$ cat config.mk
export PLATFORM = sky130hd
export DESIGN_NAME = epoch_millis_to_iso8601_text
export DESIGN_NICKNAME = d
export VERILOG_FILES = /design/src/rtl/core/em2iso_pkg.sv /design/src/rtl/core/em2iso_front.sv /design/src/rtl/core/em2iso_queue.sv /design/src/rtl/core/em2iso_conv.sv /design/src/rtl/core/em2iso_emit.sv /design/src/rtl/core/epoch_millis_to_iso8601_text.sv
export SDC_FILE = /design/constraint.sdc
export NUM_CORES = 2
export LEC_CHECK = 0
export BUFFER_PORTS_ARGS = -buffer_cell sky130_fd_sc_hd__buf_2
export CORE_UTILIZATION = 30
export DETAILED_ROUTE_END_ITERATION = 8
export HOLD_SLACK_MARGIN = 0.15
export PLACE_DENSITY = 0.43
export SYNTH_ARGS = -nofsm -noshare
export SYNTH_HDL_FRONTEND = slang
export SYNTH_HIERARCHICAL = 1
export SYNTH_SLANG_ARGS = --single-unit
$ cat constraint.sdc
create_clock -name i_clk -period 12.3 [get_ports i_clk]
set_input_delay 0.615 -clock i_clk [delete_from_list [all_inputs] [get_ports i_clk]]
set_output_delay 0.615 -clock i_clk [all_outputs]
set_load 0.01 [all_outputs]
$ cat src/rtl/core/em2iso_pkg.sv
// shared types, constants and helper functions for the epoch-millis to ISO 8601 converter
package em2iso_pkg;

    // field widths
    localparam int MILLIS_W = 64;
    localparam int CHAR_W   = 8;

    // internal value widths
    localparam int MS_W    = 48;
    localparam int DIV_W   = 50;
    localparam int DAYS_W  = 22;
    localparam int TOD_W   = 27;
    localparam int DATE_W  = 22;
    localparam int YEAR_W  = 14;
    localparam int STEP_W  = 4;
    localparam int DIGIT_W = 4;

    // first rejected instant, 10000-01-01T00:00:00.000Z, in milliseconds
    localparam logic [MILLIS_W-2:0] MS_LIMIT = 63'd253402300800000;

    // days from 0000-03-01 to 1970-01-01
    localparam logic [DATE_W-1:0] DAYS_TO_EPOCH = 22'd719468;

    // sequencer lengths
    localparam int DIV_STEPS = 7;
    localparam int TOD_STEPS = 9;

    // calendar sequencer steps with special meaning
    localparam logic [STEP_W-1:0] CAL_ZSTEP = 4'd0;
    localparam logic [STEP_W-1:0] CAL_MONTH = 4'd7;
    localparam logic [STEP_W-1:0] CAL_YTHOU = 4'd8;
    localparam logic [STEP_W-1:0] CAL_LAST  = 4'd10;

    // text layout
    localparam int TEXT_LEN = 24;
    localparam int POS_W    = 5;

    // characters
    localparam logic [CHAR_W-1:0] CH_NUL   = 8'h00;
    localparam logic [CHAR_W-1:0] CH_ZERO  = 8'h30;
    localparam logic [CHAR_W-1:0] CH_DASH  = 8'h2D;
    localparam logic [CHAR_W-1:0] CH_T     = 8'h54;
    localparam logic [CHAR_W-1:0] CH_COLON = 8'h3A;
    localparam logic [CHAR_W-1:0] CH_DOT   = 8'h2E;
    localparam logic [CHAR_W-1:0] CH_Z     = 8'h5A;

    // request queue
    localparam int QDEPTH = 2;
    localparam int QAW    = 1;

    typedef logic [DIGIT_W-1:0] t_digit;

    // one request as it travels through the queue
    typedef struct packed {
        logic            err;
        logic [MS_W-1:0] ms;
    } t_job;

    // fully converted request, all fields as decimal digits, most significant first
    typedef struct packed {
        logic                       err;
        t_digit [3:0]               year;
        t_digit [1:0]               month;
        t_digit [1:0]               day;
        t_digit [TOD_STEPS-1:0]     tod;
    } t_rec;

    // result of one digit extraction step
    typedef struct packed {
        t_digit           digit;
        logic [DIV_W-1:0] prod;
    } t_dig;

    // calendar step weights: day weight, digit cap, years per unit
    typedef struct packed {
        logic [DATE_W-1:0] w;
        t_digit            maxd;
        logic [11:0]       yw;
    } t_calw;

    typedef enum logic [1:0] {
        CS_IDLE,
        CS_DIV,
        CS_CAL,
        CS_DONE
    } t_cstate;

    // largest digit d <= maxd with d*w <= rem, and the product d*w
    function automatic t_dig dig_sel(input logic [DIV_W-1:0] rem,
                                     input logic [DIV_W-1:0] w,
                                     input t_digit           maxd);
        t_dig             r;
        logic [DIV_W-1:0] m;
        r.digit = '0;
        r.prod  = '0;
        for (int j = 1; j <= 9; j++) begin
            m = w * DIV_W'(j);
            if ((DIGIT_W'(j) <= maxd) && (rem >= m)) begin
                r.digit = DIGIT_W'(j);
                r.prod  = m;
            end
        end
        return r;
    endfunction

    // decimal weights of the day count, in milliseconds
    function automatic logic [DIV_W-1:0] day_weight(input logic [STEP_W-1:0] s);
        logic [DIV_W-1:0] w;
        case (s)
            4'd0:    w = 50'd86400000000000;
            4'd1:    w = 50'd8640000000000;
            4'd2:    w = 50'd864000000000;
            4'd3:    w = 50'd86400000000;
            4'd4:    w = 50'd8640000000;
            4'd5:    w = 50'd864000000;
            4'd6:    w = 50'd86400000;
            default: w = '0;
        endcase
        return w;
    endfunction

    // mixed-radix weights of HH MM SS mmm, in milliseconds
    function automatic logic [TOD_W-1:0] tod_weight(input logic [STEP_W-1:0] s);
        logic [TOD_W-1:0] w;
        case (s)
            4'd0:    w = 27'd36000000;
            4'd1:    w = 27'd3600000;
            4'd2:    w = 27'd600000;
            4'd3:    w = 27'd60000;
            4'd4:    w = 27'd10000;
            4'd5:    w = 27'd1000;
            4'd6:    w = 27'd100;
            4'd7:    w = 27'd10;
            4'd8:    w = 27'd1;
            default: w = '0;
        endcase
        return w;
    endfunction

    // eras, centuries, four-year blocks and years, then the year digits
    function automatic t_calw cal_tab(input logic [STEP_W-1:0] s);
        t_calw c;
        case (s)
            4'd1:    c = '{w: 22'd1460970, maxd: 4'd9, yw: 12'd4000};
            4'd2:    c = '{w: 22'd146097,  maxd: 4'd9, yw: 12'd400};
            4'd3:    c = '{w: 22'd36524,   maxd: 4'd3, yw: 12'd100};
            4'd4:    c = '{w: 22'd14610,   maxd: 4'd9, yw: 12'd40};
            4'd5:    c = '{w: 22'd1461,    maxd: 4'd9, yw: 12'd4};
            4'd6:    c = '{w: 22'd365,     maxd: 4'd3, yw: 12'd1};
            4'd8:    c = '{w: 22'd1000,    maxd: 4'd9, yw: 12'd0};
            4'd9:    c = '{w: 22'd100,     maxd: 4'd9, yw: 12'd0};
            4'd10:   c = '{w: 22'd10,      maxd: 4'd9, yw: 12'd0};
            default: c = '{w: 22'd0,       maxd: 4'd0, yw: 12'd0};
        endcase
        return c;
    endfunction

    // first day of each month, counted from March 1
    function automatic logic [8:0] month_start(input logic [3:0] mp);
        logic [8:0] d;
        case (mp)
            4'd0:    d = 9'd0;
            4'd1:    d = 9'd31;
            4'd2:    d = 9'd61;
            4'd3:    d = 9'd92;
            4'd4:    d = 9'd122;
            4'd5:    d = 9'd153;
            4'd6:    d = 9'd184;
            4'd7:    d = 9'd214;
            4'd8:    d = 9'd245;
            4'd9:    d = 9'd275;
            4'd10:   d = 9'd306;
            4'd11:   d = 9'd337;
            default: d = 9'd0;
        endcase
        return d;
    endfunction

    // two decimal digits of a value below 32
    function automatic logic [7:0] bcd2(input logic [4:0] v);
        logic [7:0] r;
        if (v >= 5'd30) begin
            r = {4'd3, 4'(v - 5'd30)};
        end else if (v >= 5'd20) begin
            r = {4'd2, 4'(v - 5'd20)};
        end else if (v >= 5'd10) begin
            r = {4'd1, 4'(v - 5'd10)};
        end else begin
            r = {4'd0, v[3:0]};
        end
        return r;
    endfunction

endpackage

$ cat src/rtl/core/em2iso_front.sv
// front end: takes requests and classifies them as convertible or rejected
module em2iso_front (
    input  logic                               i_valid,
    input  logic [em2iso_pkg::MILLIS_W-1:0]    i_epoch_millis,
    input  logic                               i_q_full,
    output logic                               o_push,
    output em2iso_pkg::t_job                   o_job
);

    // push whenever the queue has room
    assign o_push = i_valid && !i_q_full;

    // negative counts and years past 9999 are rejected
    always_comb begin
        o_job.err = i_epoch_millis[em2iso_pkg::MILLIS_W-1]
                 || (i_epoch_millis[em2iso_pkg::MILLIS_W-2:0] >= em2iso_pkg::MS_LIMIT);
        o_job.ms  = i_epoch_millis[em2iso_pkg::MS_W-1:0];
    end

endmodule

$ cat src/rtl/core/em2iso_queue.sv
// two-entry request queue between the front end and the converter
module em2iso_queue (
    input  logic                 i_clk,
    input  logic                 i_rst_n,
    input  logic                 i_push,
    input  em2iso_pkg::t_job     i_data,
    input  logic                 i_pop,
    output logic                 o_valid,
    output logic                 o_full,
    output em2iso_pkg::t_job     o_data
);

    em2iso_pkg::t_job                r_mem [em2iso_pkg::QDEPTH];
    logic [em2iso_pkg::QAW-1:0]      r_wr;
    logic [em2iso_pkg::QAW-1:0]      r_rd;
    logic [em2iso_pkg::QAW:0]        r_count;
    logic [em2iso_pkg::QAW-1:0]      n_wr;
    logic [em2iso_pkg::QAW-1:0]      n_rd;
    logic [em2iso_pkg::QAW:0]        n_count;

    assign o_valid = (r_count != '0);
    assign o_full  = (r_count == (em2iso_pkg::QAW + 1)'(em2iso_pkg::QDEPTH));
    assign o_data  = r_mem[r_rd];

    // pointer and fill count update
    always_comb begin
        n_wr    = r_wr;
        n_rd    = r_rd;
        n_count = r_count;
        if (i_push) begin
            n_wr = r_wr + 1'b1;
        end
        if (i_pop) begin
            n_rd = r_rd + 1'b1;
        end
        if (i_push && !i_pop) begin
            n_count = r_count + 1'b1;
        end else if (!i_push && i_pop) begin
            n_count = r_count - 1'b1;
        end
    end

    // control registers
    always_ff @(posedge i_clk) begin
        if (!i_rst_n) begin
            r_wr    <= '0;
            r_rd    <= '0;
            r_count <= '0;
        end else begin
            r_wr    <= n_wr;
            r_rd    <= n_rd;
            r_count <= n_count;
        end
    end

    // entry storage
    always_ff @(posedge i_clk) begin
        if (i_push) begin
            r_mem[r_wr] <= i_data;
        end
    end

endmodule

$ cat src/rtl/core/em2iso_conv.sv
// converter: splits milliseconds into days and time of day, then into decimal date fields
module em2iso_conv (
    input  logic                 i_clk,
    input  logic                 i_rst_n,
    input  logic                 i_q_valid,
    input  em2iso_pkg::t_job     i_q_data,
    output logic                 o_q_pop,
    output logic                 o_rec_valid,
    output em2iso_pkg::t_rec     o_rec,
    input  logic                 i_rec_take
);

    em2iso_pkg::t_cstate                 r_state, n_state;
    logic [em2iso_pkg::STEP_W-1:0]       r_step, n_step;
    logic                                r_err, n_err;
    logic [em2iso_pkg::MS_W-1:0]         r_ms, n_ms;
    logic [em2iso_pkg::DAYS_W-1:0]       r_days, n_days;
    logic [em2iso_pkg::TOD_W-1:0]        r_tod, n_tod;
    logic [em2iso_pkg::DATE_W-1:0]       r_drem, n_drem;
    logic [em2iso_pkg::YEAR_W-1:0]       r_year, n_year;
    logic [3:0]                          r_month, n_month;
    logic [4:0]                          r_day, n_day;
    em2iso_pkg::t_digit [3:0]            r_ydig, n_ydig;
    em2iso_pkg::t_digit [1:0]            r_mdig, n_mdig;
    em2iso_pkg::t_digit [1:0]            r_ddig, n_ddig;
    em2iso_pkg::t_digit [em2iso_pkg::TOD_STEPS-1:0] r_tdig, n_tdig;

    em2iso_pkg::t_dig                    dd;
    em2iso_pkg::t_dig                    td;
    em2iso_pkg::t_dig                    cd;
    em2iso_pkg::t_calw                   cw;
    logic [8:0]                          doy;
    logic [3:0]                          mp;
    logic [3:0]                          month;
    logic [em2iso_pkg::YEAR_W-1:0]       year_adj;

    // digit extraction units for the day count, time of day and calendar
    always_comb begin
        cw = em2iso_pkg::cal_tab(r_step);
        dd = em2iso_pkg::dig_sel(em2iso_pkg::DIV_W'(r_ms),
                                 em2iso_pkg::day_weight(r_step), 4'd9);
        td = em2iso_pkg::dig_sel(em2iso_pkg::DIV_W'(r_tod),
                                 em2iso_pkg::DIV_W'(em2iso_pkg::tod_weight(r_step)), 4'd9);
        cd = em2iso_pkg::dig_sel(em2iso_pkg::DIV_W'(r_drem),
                                 em2iso_pkg::DIV_W'(cw.w), cw.maxd);
    end

    // month and day from the day of a March-based year
    always_comb begin
        doy = r_drem[8:0];
        mp  = 4'd0;
        for (int k = 1; k < 12; k++) begin
            if (doy >= em2iso_pkg::month_start(4'(k))) begin
                mp = 4'(k);
            end
        end
        month    = (mp < 4'd10) ? (mp + 4'd3) : (mp - 4'd9);
        year_adj = r_year + ((month <= 4'd2) ? em2iso_pkg::YEAR_W'(1) : '0);
    end

    // sequencer
    always_comb begin
        n_state = r_state;
        n_step  = r_step;
        n_err   = r_err;
        n_ms    = r_ms;
        n_days  = r_days;
        n_tod   = r_tod;
        n_drem  = r_drem;
        n_year  = r_year;
        n_month = r_month;
        n_day   = r_day;
        n_ydig  = r_ydig;
        n_mdig  = r_mdig;
        n_ddig  = r_ddig;
        n_tdig  = r_tdig;
        o_q_pop = 1'b0;
        case (r_state)
            em2iso_pkg::CS_IDLE: begin
                if (i_q_valid) begin
                    o_q_pop = 1'b1;
                    n_err   = i_q_data.err;
                    n_ms    = i_q_data.ms;
                    n_days  = '0;
                    n_year  = '0;
                    n_step  = '0;
                    n_state = i_q_data.err ? em2iso_pkg::CS_DONE : em2iso_pkg::CS_DIV;
                end
            end
            em2iso_pkg::CS_DIV: begin
                // one decimal digit of the day count per cycle
                n_ms   = r_ms - dd.prod[em2iso_pkg::MS_W-1:0];
                n_days = em2iso_pkg::DAYS_W'({r_days, 3'b000} + {2'b00, r_days, 1'b0}
                                             + {21'd0, dd.digit});
                if (r_step == em2iso_pkg::STEP_W'(em2iso_pkg::DIV_STEPS - 1)) begin
                    n_tod   = em2iso_pkg::TOD_W'(n_ms);
                    n_step  = '0;
                    n_state = em2iso_pkg::CS_CAL;
                end else begin
                    n_step = r_step + 1'b1;
                end
            end
            em2iso_pkg::CS_CAL: begin
                // time of day digits run beside the calendar steps
                if (r_step < em2iso_pkg::STEP_W'(em2iso_pkg::TOD_STEPS)) begin
                    n_tdig[r_step] = td.digit;
                    n_tod          = r_tod - td.prod[em2iso_pkg::TOD_W-1:0];
                end
                // calendar
                if (r_step == em2iso_pkg::CAL_ZSTEP) begin
                    n_drem = em2iso_pkg::DATE_W'(r_days) + em2iso_pkg::DAYS_TO_EPOCH;
                end else if (r_step == em2iso_pkg::CAL_MONTH) begin
                    n_month = month;
                    n_day   = 5'(doy - em2iso_pkg::month_start(mp) + 9'd1);
                    n_drem  = em2iso_pkg::DATE_W'(year_adj);
                end else begin
                    n_drem = r_drem - cd.prod[em2iso_pkg::DATE_W-1:0];
                    if (r_step < em2iso_pkg::CAL_MONTH) begin
                        n_year = r_year + em2iso_pkg::YEAR_W'(16'(cd.digit) * 16'(cw.yw));
                    end else begin
                        n_ydig[2'(r_step - em2iso_pkg::CAL_YTHOU)] = cd.digit;
                    end
                end
                if (r_step == em2iso_pkg::CAL_YTHOU) begin
                    {n_mdig[0], n_mdig[1]} = em2iso_pkg::bcd2({1'b0, r_month});
                    {n_ddig[0], n_ddig[1]} = em2iso_pkg::bcd2(r_day);
                end
                if (r_step == em2iso_pkg::CAL_LAST) begin
                    n_ydig[3] = 4'(r_drem - cd.prod[em2iso_pkg::DATE_W-1:0]);
                    n_state   = em2iso_pkg::CS_DONE;
                end else begin
                    n_step = r_step + 1'b1;
                end
            end
            em2iso_pkg::CS_DONE: begin
                if (i_rec_take) begin
                    n_state = em2iso_pkg::CS_IDLE;
                end
            end
            default: begin
                n_state = em2iso_pkg::CS_IDLE;
            end
        endcase
    end

    // finished record toward the emitter
    assign o_rec_valid = (r_state == em2iso_pkg::CS_DONE);
    always_comb begin
        o_rec.err   = r_err;
        o_rec.year  = r_ydig;
        o_rec.month = r_mdig;
        o_rec.day   = r_ddig;
        o_rec.tod   = r_tdig;
    end

    // state register
    always_ff @(posedge i_clk) begin
        if (!i_rst_n) begin
            r_state <= em2iso_pkg::CS_IDLE;
        end else begin
            r_state <= n_state;
        end
    end

    // working registers
    always_ff @(posedge i_clk) begin
        r_step  <= n_step;
        r_err   <= n_err;
        r_ms    <= n_ms;
        r_days  <= n_days;
        r_tod   <= n_tod;
        r_drem  <= n_drem;
        r_year  <= n_year;
        r_month <= n_month;
        r_day   <= n_day;
        r_ydig  <= n_ydig;
        r_mdig  <= n_mdig;
        r_ddig  <= n_ddig;
        r_tdig  <= n_tdig;
    end

endmodule

$ cat src/rtl/core/em2iso_emit.sv
// emitter: walks a converted record out as text, one character per cycle while the output is not stalled
module em2iso_emit (
    input  logic                                 i_clk,
    input  logic                                 i_rst_n,
    input  logic                                 i_rec_valid,
    input  em2iso_pkg::t_rec                     i_rec,
    output logic                                 o_rec_take,
    output logic                                 o_valid,
    input  logic                                 i_stall,
    output logic [em2iso_pkg::CHAR_W-1:0]        o_char_code,
    output logic                                 o_is_last,
    output logic                                 o_error
);

    logic                                r_busy, n_busy;
    logic [em2iso_pkg::POS_W-1:0]        r_pos, n_pos;
    em2iso_pkg::t_rec                    r_rec, n_rec;
    logic                                r_valid, n_valid;
    logic [em2iso_pkg::CHAR_W-1:0]       r_char, n_char;
    logic                                r_last, n_last;
    logic                                r_err, n_err;
    logic                                adv;
    logic                                cur_last;
    logic [em2iso_pkg::CHAR_W-1:0]       cur_char;

    // ASCII character of a decimal digit
    function automatic logic [em2iso_pkg::CHAR_W-1:0] dchar(input em2iso_pkg::t_digit d);
        return em2iso_pkg::CH_ZERO | {4'h0, d};
    endfunction

    always_comb begin
        if (r_rec.err) begin
            cur_char = em2iso_pkg::CH_NUL;
        end else begin
            case (r_pos)
                5'd0:    cur_char = dchar(r_rec.year[0]);
                5'd1:    cur_char = dchar(r_rec.year[1]);
                5'd2:    cur_char = dchar(r_rec.year[2]);
                5'd3:    cur_char = dchar(r_rec.year[3]);
                5'd4:    cur_char = em2iso_pkg::CH_DASH;
                5'd5:    cur_char = dchar(r_rec.month[0]);
                5'd6:    cur_char = dchar(r_rec.month[1]);
                5'd7:    cur_char = em2iso_pkg::CH_DASH;
                5'd8:    cur_char = dchar(r_rec.day[0]);
                5'd9:    cur_char = dchar(r_rec.day[1]);
                5'd10:   cur_char = em2iso_pkg::CH_T;
                5'd11:   cur_char = dchar(r_rec.tod[0]);
                5'd12:   cur_char = dchar(r_rec.tod[1]);
                5'd13:   cur_char = em2iso_pkg::CH_COLON;
                5'd14:   cur_char = dchar(r_rec.tod[2]);
                5'd15:   cur_char = dchar(r_rec.tod[3]);
                5'd16:   cur_char = em2iso_pkg::CH_COLON;
                5'd17:   cur_char = dchar(r_rec.tod[4]);
                5'd18:   cur_char = dchar(r_rec.tod[5]);
                5'd19:   cur_char = em2iso_pkg::CH_DOT;
                5'd20:   cur_char = dchar(r_rec.tod[6]);
                5'd21:   cur_char = dchar(r_rec.tod[7]);
                5'd22:   cur_char = dchar(r_rec.tod[8]);
                default: cur_char = em2iso_pkg::CH_Z;
            endcase
        end
    end

    // the error result and the closing 'Z' end a request
    assign cur_last = r_rec.err
                   || (r_pos == em2iso_pkg::POS_W'(em2iso_pkg::TEXT_LEN - 1));

    // output slot is free when empty or being taken
    assign adv        = !r_valid || !i_stall;
    assign o_rec_take = i_rec_valid && (!r_busy || (adv && cur_last));

    always_comb begin
        n_busy  = r_busy;
        n_pos   = r_pos;
        n_rec   = r_rec;
        n_valid = r_valid;
        n_char  = r_char;
        n_last  = r_last;
        n_err   = r_err;
        if (adv) begin
            n_valid = r_busy;
            if (r_busy) begin
                n_char = cur_char;
                n_last = cur_last;
                n_err  = r_rec.err;
                n_pos  = r_pos + 1'b1;
                if (cur_last) begin
                    n_busy = 1'b0;
                end
            end
        end
        // load the next record right behind the last character
        if (o_rec_take) begin
            n_rec  = i_rec;
            n_busy = 1'b1;
            n_pos  = '0;
        end
    end

    // control registers
    always_ff @(posedge i_clk) begin
        if (!i_rst_n) begin
            r_busy  <= 1'b0;
            r_valid <= 1'b0;
        end else begin
            r_busy  <= n_busy;
            r_valid <= n_valid;
        end
    end

    // payload registers
    always_ff @(posedge i_clk) begin
        r_pos  <= n_pos;
        r_rec  <= n_rec;
        r_char <= n_char;
        r_last <= n_last;
        r_err  <= n_err;
    end

    assign o_valid     = r_valid;
    assign o_char_code = r_char;
    assign o_is_last   = r_last;
    assign o_error     = r_err;

endmodule

$ cat src/rtl/core/epoch_millis_to_iso8601_text.sv
// top level: Unix milliseconds in, ISO 8601 UTC text out one character at a time
//
//   channel   direction  valid    stall     payload
//   request   in         i_valid  o_stall   i_epoch_millis
//   text      out        o_valid  i_stall   o_char_code, o_is_last, o_error
//
// A good request gives 24 characters, one per cycle unless the text side stalls; the
// converter (7 day-count digit steps, 11 calendar and time-of-day steps, queue pop and
// hand-off) runs while the previous text drains.
// A rejected request gives one result; the converter skips the conversion steps for it.
// Reset is synchronous, active low, and empties the queue and the output register.
// A stall on the text side holds the character; the queue keeps taking requests until full.
module epoch_millis_to_iso8601_text (
    input  logic                                 i_clk,
    input  logic                                 i_rst_n,
    input  logic                                 i_valid,
    output logic                                 o_stall,
    input  logic [em2iso_pkg::MILLIS_W-1:0]      i_epoch_millis,
    output logic                                 o_valid,
    input  logic                                 i_stall,
    output logic [em2iso_pkg::CHAR_W-1:0]        o_char_code,
    output logic                                 o_is_last,
    output logic                                 o_error
);

    logic                q_full;
    logic                q_push;
    em2iso_pkg::t_job    q_in;
    logic                q_valid;
    logic                q_pop;
    em2iso_pkg::t_job    q_out;
    logic                rec_valid;
    logic                rec_take;
    em2iso_pkg::t_rec    rec;

    assign o_stall = q_full;

    // request classification
    em2iso_front u_front (
        .i_valid        (i_valid),
        .i_epoch_millis (i_epoch_millis),
        .i_q_full       (q_full),
        .o_push         (q_push),
        .o_job          (q_in)
    );

    // request queue
    em2iso_queue u_queue (
        .i_clk   (i_clk),
        .i_rst_n (i_rst_n),
        .i_push  (q_push),
        .i_data  (q_in),
        .i_pop   (q_pop),
        .o_valid (q_valid),
        .o_full  (q_full),
        .o_data  (q_out)
    );

    // date and time conversion
    em2iso_conv u_conv (
        .i_clk       (i_clk),
        .i_rst_n     (i_rst_n),
        .i_q_valid   (q_valid),
        .i_q_data    (q_out),
        .o_q_pop     (q_pop),
        .o_rec_valid (rec_valid),
        .o_rec       (rec),
        .i_rec_take  (rec_take)
    );

    // text output
    em2iso_emit u_emit (
        .i_clk       (i_clk),
        .i_rst_n     (i_rst_n),
        .i_rec_valid (rec_valid),
        .i_rec       (rec),
        .o_rec_take  (rec_take),
        .o_valid     (o_valid),
        .i_stall     (i_stall),
        .o_char_code (o_char_code),
        .o_is_last   (o_is_last),
        .o_error     (o_error)
    );

endmodule

==> key figures <==
Detailed routing
  – Met3 Wirelength: 13.1 mm
  – Total wire length: 261 mm
  – DR WL met2: 118 mm
  – Routed met1 length: 117 mm
  – DRT Pass-1 Iters: 5
  – DR WL/cell: 27.0 microns
  – Top layer in use: met5
  – DRC: 0
  – ANT nets after route: 0
  – Vias: 55000
  – Initial DRC Count: 4434
  – Vias per inst: 5.69

Layout
  – Final net count: 8344
  – Finished Cell Area: 66900 sq um
  – Area delta synth->final: 11.0%
  – Final Non-Filler Cells: 9669
  – Most frequent cells in the layout: 1221 x ha_1, 527 x a21oi_1, 461 x nand2_1
  – Share of post-route cells with drive strength above 1: 0.0916
  – Most common cell after layout, fill and taps aside: ha_1

Setup path
  – CP max-delay cell: or4_1
  – CP Launch Point: u_conv/r_step[0]$_DFFE_PP_
  – Crit start category: register
  – Req. time, crit path: 12.72 ns
  – Worst path max stage delay: 0.62 ns
  – Most frequent CP cell: ha_1
  – Crit path max fanout: 12
  – R2R Path Start: u_conv/r_step[0]$_DFFE_PP_
  – Crit path max-delay family: compound AO/OA/AOI/OAI gates
  – Crit Path Class: reg -> reg
  – Worst Setup End Kind: register
  – Crit path DAT: 12.31 ns
  – Worst Path Buf+Inv: 6

Logic synthesis
  – Synth Instances: 6791
  – Asr flop ratio synth: 0
  – Yosys warnings: 6
  – Synth Flop Type: edfxtp_1
  – Register bit count reported by yosys: 439
  – Post-synth EDFFs: 386
  – Sequential element share of the synthesized area: 0.210
  – Post-synthesis instance area: 60300 sq um
  – Distinct cells, synth: 125
  – Avg Cell Area, Syn: 8.88 sq um

Floorplanning
  – Num ports: 80
  – Die area: 203000 sq um
  – Num rows: 164
  – Core box area: 200000 sq um
  – Die Y: 450 microns
  – Die width: 450 microns
  – Initial Utilization: 0.302

Run
  – Max-Cap Viols: 0

Place
  – Placed inst area: 64700 sq um
  – Cells after DPL: 9521
  – GPL Wtd Cong: 0.994
  – Post-DP HPWL: 211 mm
  – Dpl ws: -0.0911 ns
  – IO buf count: 78

Worst hold path
  – HP Start: i_epoch_millis[40]
  – Worst min path class: in -> reg

GRT
  – Largest net degree at the start of global routing: 76
  – Vias in the first global route: 53200
  – Total grt overflow: 0
  – Global-route wire length before repair: 377 mm
  – Initial antenna violation count: 12
  – GRT Util Overall: 0.249

STA
  – Clock Skew: 0.0683 ns
  – Final Hold Fails: 0
  – Fmax: 0.0841 GHz
  – Final setup fails: 0
  – Pins Over Slew Limit: 0
  – Slew @ Worst Pin: 1.35 ns
  – Max-slew headroom: 0.0739
  – Tcrit/Tclk final: 0.966
  – Tmin final: 11.89 ns
  – Final Worst Setup Slack: 0.414 ns
  – Hold Worst Slack: 0.190 ns

CTS
  – TritonCTS clock tree: built
  – CTS root buf: clkbuf_16
  – Clock transition at path regs: 0.06 ns
  – Num CTS Buffers: 53
  – Clock Tree Buf Depth: 3
  – Clock sinks: 439
  – H-tree Lvls: 2
  – Clock Latency Late Sink: 0.66 ns

Outcome
  – Status: finished, final reports clean
kinds of logic after synthesis:
logic type / share of synthesized area
adders and majority gates: 0.286
AOI/OAI and AO/OA: 0.236
muxes: 0.0243
DFF: 0.210
xor gates and xnor gates: 0.0538
other: 0.000125
and+or+nand+nor: 0.148
buffers and inverters: 0.0422
Yosys cell counts (70+ instances only):
| library cell | count | area [sq um] |
|---|---|---|
| a211oi_1 | 87 | 653 |
| a21o_1 | 262 | 1970 |
| a21oi_1 | 531 | 2660 |
| a31oi_1 | 90 | 563 |
| clkbuf_1 | 125 | 469 |
| edfxtp_1 | 386 | 11600 |
| fa_1 | 98 | 1960 |
| ha_1 | 1223 | 15300 |
| inv_1 | 337 | 1260 |
| mux2_2 | 106 | 1190 |
| nand2_1 | 461 | 1730 |
| nand2b_1 | 70 | 438 |
| nand3_1 | 162 | 811 |
| nand4_1 | 136 | 851 |
| nor2_1 | 458 | 1720 |
| nor2b_1 | 102 | 638 |
| nor3_1 | 122 | 611 |
| o21a_1 | 115 | 863 |
| o21ai_0 | 385 | 1930 |
| xnor2_1 | 197 | 1730 |
| xor2_1 | 169 | 1480 |
routing by layer:
metal  global-route usage  vias to the layer above
li1                     -                    26100
met1                0.337                    26800
met2                0.400                     1755
met3               0.0219                      351
met4                0.112                        2
met5                    0                        -
through the flow:
step / util / TNS [ns]
3_3_place_gp: 0.324 / 0
2_1_floorplan: - / 0
3_5_place_dp: 0.324 / -0.0911
6_report: 0.335 / 0
4_1_cts: 0.335 / 0
5_1_grt: 0.335 / -0.00830
worst register-to-register path: cells and delay by family, from the launching register on:
kind,cells,cell delay (ns)
simple gates,8,2.34
flops,1,0.46
xor+xnor,2,0.56
compound gates,21,5.36
buf+inv,6,1.27
fa+ha+maj,5,1.44
mux,1,0.25
final cells by class:
cell class / count / area, sq um
Multi-Input combinational cell: 5771 / 45300
Tap cell: 2656 / 3320
Sequential cell: 439 / 12700
Clock buffer: 64 / 1380
Inverter: 350 / 1320
Clock inverter: 35 / 410
Antenna cell: 14 / 35.0
Fill cell: 20700 / 133000
Timing Repair Buffer: 340 / 2470
flip-flops by register name (all words and copies together) (netlist names), 2 cells and up, named ones only:
| signal | count |
|---|---|
| u_conv/r_drem | 22 |
| u_conv/r_year | 14 |
| u_queue/r_mem | 98 |
| u_conv/r_day | 5 |
| u_conv/r_days | 22 |
| u_conv/r_state | 2 |
| u_conv/o_rec | 63 |
| u_conv/r_ms | 48 |
| u_conv/r_tod | 27 |
| u_emit/r_rec | 69 |
| u_conv/cw | 23 |
| u_queue/r_count | 2 |
| u_conv/r_month | 4 |
| u_emit/o_char_code | 7 |
| u_emit/r_pos | 5 |
| u_conv/r_step | 4 |
repair_timing:
item                       4_1_cts  5_1_grt
setup buffers                    0        0
setup endpoints to repair        1       11
pin swaps                        0        0
hold buffers                    35        0
gates resized for setup          2       14
hold endpoints to repair        69        0
cloned                           0        0
worst paths after layout:
kind	end	slack, ns	cells past startpoint
hold reg to reg	u_emit/r_rec[27]$_DFFE_PP_	0.36	0
setup reg to reg	u_conv/r_ms[35]$_DFFE_PP_	0.41	43
setup / recovery	u_conv/r_ms[35]$_DFFE_PP_	0.41	43
hold / removal	u_queue/r_mem[1][40]$_DFFE_PP_	0.19	1
Power is left out: the tool's default activity adds up to more than one toggle a clock period on the data nets, which glitch-free logic cannot reach.
